$ cat config.mk
export PLATFORM = sky130hd
export DESIGN_NAME = pr_div
export DESIGN_NICKNAME = d
export VERILOG_FILES = /design/src/pr_div.sv
export SDC_FILE = /design/constraint.sdc
export NUM_CORES = 1
export LEC_CHECK = 0
export ABC_AREA = 1
export BUFFER_PORTS_ARGS = -buffer_cell sky130_fd_sc_hd__buf_2
export CAP_MARGIN = 5
export CORE_MARGIN = 2
export CORE_UTILIZATION = 56
export CTS_CLUSTER_SIZE = 12
export DETAILED_ROUTE_END_ITERATION = 12
export PLACE_DENSITY = 0.9
export RECOVER_POWER = 25
export SLEW_MARGIN = 40
export SYNTH_ARGS = -nofsm -noshare
export SYNTH_HDL_FRONTEND = slang
export SYNTH_SLANG_ARGS = --single-unit
$ cat constraint.sdc
create_clock -name aclk -period 5.15 [get_ports aclk]
set_input_delay 0.7725 -clock aclk [delete_from_list [all_inputs] [get_ports aclk]]
set_output_delay 0.7725 -clock aclk [all_outputs]
set_load 0.1 [all_outputs]
$ cat src/pr_div.sv
// pr_div: restoring divider, one quotient bit per cycle
// depends on nothing but its parameters; divisor must be nonzero
module pr_div #(
    parameter int DW = 40,
    parameter int VW = 9
) (
    input  logic          aclk,
    input  logic          aresetn,
    input  logic          start,
    input  logic [DW-1:0] dividend,
    input  logic [VW-1:0] divisor,
    output logic          done,
    output logic [DW-1:0] quotient
);
    localparam int CW = $clog2(DW + 1);

    logic [DW-1:0] quo_reg;
    logic [VW-1:0] rem_reg;
    logic [VW-1:0] div_reg;
    logic [CW-1:0] cnt_reg;
    logic          busy_reg;
    logic          done_reg;
    logic [VW:0]   rem_sh;
    logic          ge;
    logic [VW:0]   rem_new;

    always_comb begin
        rem_sh  = {rem_reg, quo_reg[DW-1]};
        ge      = rem_sh >= {1'b0, div_reg};
        rem_new = ge ? (rem_sh - {1'b0, div_reg}) : rem_sh;
    end

    always_ff @(posedge aclk) begin
        if (!aresetn) begin
            busy_reg <= 1'b0;
            done_reg <= 1'b0;
            cnt_reg  <= '0;
        end else begin
            done_reg <= 1'b0;
            if (start) begin
                busy_reg <= 1'b1;
                cnt_reg  <= CW'(DW);
            end else if (busy_reg) begin
                cnt_reg <= cnt_reg - 1'b1;
                if (cnt_reg == CW'(1)) begin
                    busy_reg <= 1'b0;
                    done_reg <= 1'b1;
                end
            end
        end
    end

    always_ff @(posedge aclk) begin
        if (start) begin
            quo_reg <= dividend;
            rem_reg <= '0;
            div_reg <= divisor;
        end else if (busy_reg) begin
            quo_reg <= {quo_reg[DW-2:0], ge};
            rem_reg <= rem_new[VW-1:0];
        end
    end

    assign done     = done_reg;
    assign quotient = quo_reg;

endmodule

==> impl_metrics.toml <==
[synthesis]
synth-seq-area-share_pct = 55.4
post-synth-top-area-fraction_pct = 45.0
syn-num-nets = 446
synthTopCellsByCount = "nand2_1 (170), edfxtp_1 (49), inv_1 (43)"
syn_avg_cell_area_sq_um = 8.56
synth_top_area_cell = "edfxtp_1"
yosys_warnings = 0
syn_area_sq_mm = 0.00327
synth.distinct_cells = 26
synth-edff-count = 49
synth_most_common_cell = "nand2_1"
ys_ff_latch = 66
syn-instance-count = 382
synth_area_leaders = "edfxtp_1 (45%), nand2_1 (20%), dfxtp_1 (10%)"
async_flop_share_pct = 0
ys.flop_type = "edfxtp_1"

[setup_path]
critical_path_class = "in -> reg"
crit_fanout = 52
crit_arrival_ns = 2.51
worstSetupEndpointType = "flip-flop"
required_ns = 5.18
cp-start-kind = "primary input"

[routing]
wl_met2_microns = 3630
drtIter0Drc = 201
drc = 0
vias = 2815
top_layer_used = "met4"
routed_via_density = 5.10
dr.pass1.iters = 6
drt_wl_total_microns = 7300
wl_per_cell_microns = 13.2
wl_met3_microns = 539
ant_nets = 0
wl_met1_microns = 3060

[global_routing]
grt.overflow.total = 0
grt_pass1_vias = 2577
grt_pass1_wl_microns = 11500
grt_max_degree = 53
antenna_found_initial = 0
grt_usage_pct = 23.6

[run_status]
status = "completed"

[final_layout]
area_growth_syn_to_layout_pct = 20.0
fillers = 452
largest_reg_flops = 40
diodes = 0
postLayoutCellArea_sq_mm = 0.00393
finalNetCount = 540
layout-drive-gt1-share_pct = 21.0
layoutNonFillerInstCount = 552

[place]
dp_cells = 537
port_buffers = 92
place.detailed.hpwl_microns = 5340
pre_cts_ws_ns = 2.37
placed_area_sq_mm = 0.00378
place.gp.congestion = 0.869

[timing]
final.setup.worst_slack_ns = 2.68
finalSetupViolations = 0
fin_crit_ns = 2.47
max_freq_mhz = 404
hold_violations = 0
fin_skew_ns = 0.0108
worst_pin_slew_ns = 1.22
setup-tns-final_ns = 0
max_slew_margin_pct = 19.3
fin_crit_sh_pct = 48.1
rsz0062_at_grt = "no"
slew_viol_final = 0

[cts]
cts_max_level = 3
cts_hold_buf = 0
numCtsBuffers = 9
clkSinkCount = 66
path_clk_slew_ns = 0.06
cts_setup_buffers = 0
root_buffer = "clkbuf_8"
cts_buffer_depth = 2
tritoncts = "built"
insertion_delay_ns = 0.34
post_cts_resized = 0

[power_and_ir_drop]
powerDensity_mw_per_mm2 = 374
power_mw = 1.47
peakVddDrop_mv = 0.299
p_leak_nw = 1.99

[die]
die_x_microns = 80.4
io_pins = 93
num_rows = 27
initial_utilization_pct = 58.7
die_h_microns = 80.4
core_sq_mm = 0.00557
dieArea_sq_mm = 0.00647

[flow_run]
drv_cap = 0

[min_path]
hold_path.class = "reg -> reg"
cell families after synthesis:
logic type	share of synthesized area, %
and+or+nand+nor	29.5
DFF	55.4
buffers and inverters	6.89
AOI/OAI and AO/OA	2.64
adders and majority gates	4.82
xor gates and xnor gates	0.804
report_power, final:
part	internal, mW	switching, mW
Combinational	0.0731	0.344
Clock	0.215	0.182
Sequential	0.627	0.0281
Total	0.915	0.554
worst max-delay path, stage by stage:
cell and delay, ns:
buf_2 0.08, buf_4 0.45, nor2_1 0.29, inv_2 0.55, buf_4 0.32
metal layers:
| metal | GRT usage (%) | vias up |
|---|---|---|
| met5 | 0 | - |
| met4 | 7.63 | 0 |
| met3 | 7.53 | 8 |
| met2 | 37.9 | 117 |
| met1 | 30.4 | 1293 |
| li1 | - | 1397 |
final timing paths:
kind	startpoint	to	slack (ns)	cells past startpoint
worst max-delay path	start	quotient[39]$_DFFE_PP_	2.68	5
worst min-delay path	rem_reg[8]$_SDFFE_PP0P_	rem_reg[8]$_SDFFE_PP0P_	0.48	2
worst max register to register	quotient[39]$_DFFE_PP_	rem_reg[7]$_SDFFE_PP0P_	2.85	13
worst min register to register	rem_reg[8]$_SDFFE_PP0P_	rem_reg[8]$_SDFFE_PP0P_	0.48	2
stage by stage:
step | hold slack, ns | util [%]
after floorplan | 0.444 | -
after global placement | 0.466 | 67.7
after detailed placement | 0.468 | 67.8
after CTS | 0.480 | 70.9
after global routing | 0.494 | 70.4
final | 0.484 | 70.4
layout make-up:
class                      instances  area (sq um)  share of cell area [%]
sequential                        66          1810                    46.1
clock inverter                     5          46.3                    1.18
multi-input combinational        261          1230                    31.4
tap                               72          90.1                    2.29
clock buffer                      10           128                    3.25
timing repair buffer              94           450                    11.5
inverter                          44           166                    4.24
cells in the final DEF (no fill, tap or decap), drive strengths merged:
cell	Yosys	routed
fa	1	1
inv	43	43
dfxtp	17	17
nand2	175	175
o21ai	5	5
a31oi	2	2
nor2	21	21
a211oi	2	2
nand3	26	26
nand3b	4	4
nor3	5	5
buf	2	74
ha	11	11
clkbuf	9	30
clkinv	1	5
bufinv	0	1
a21oi	6	6
xor2	2	2
edfxtp	49	49
xnor2	1	1
Power figures use the tool's default switching activity.
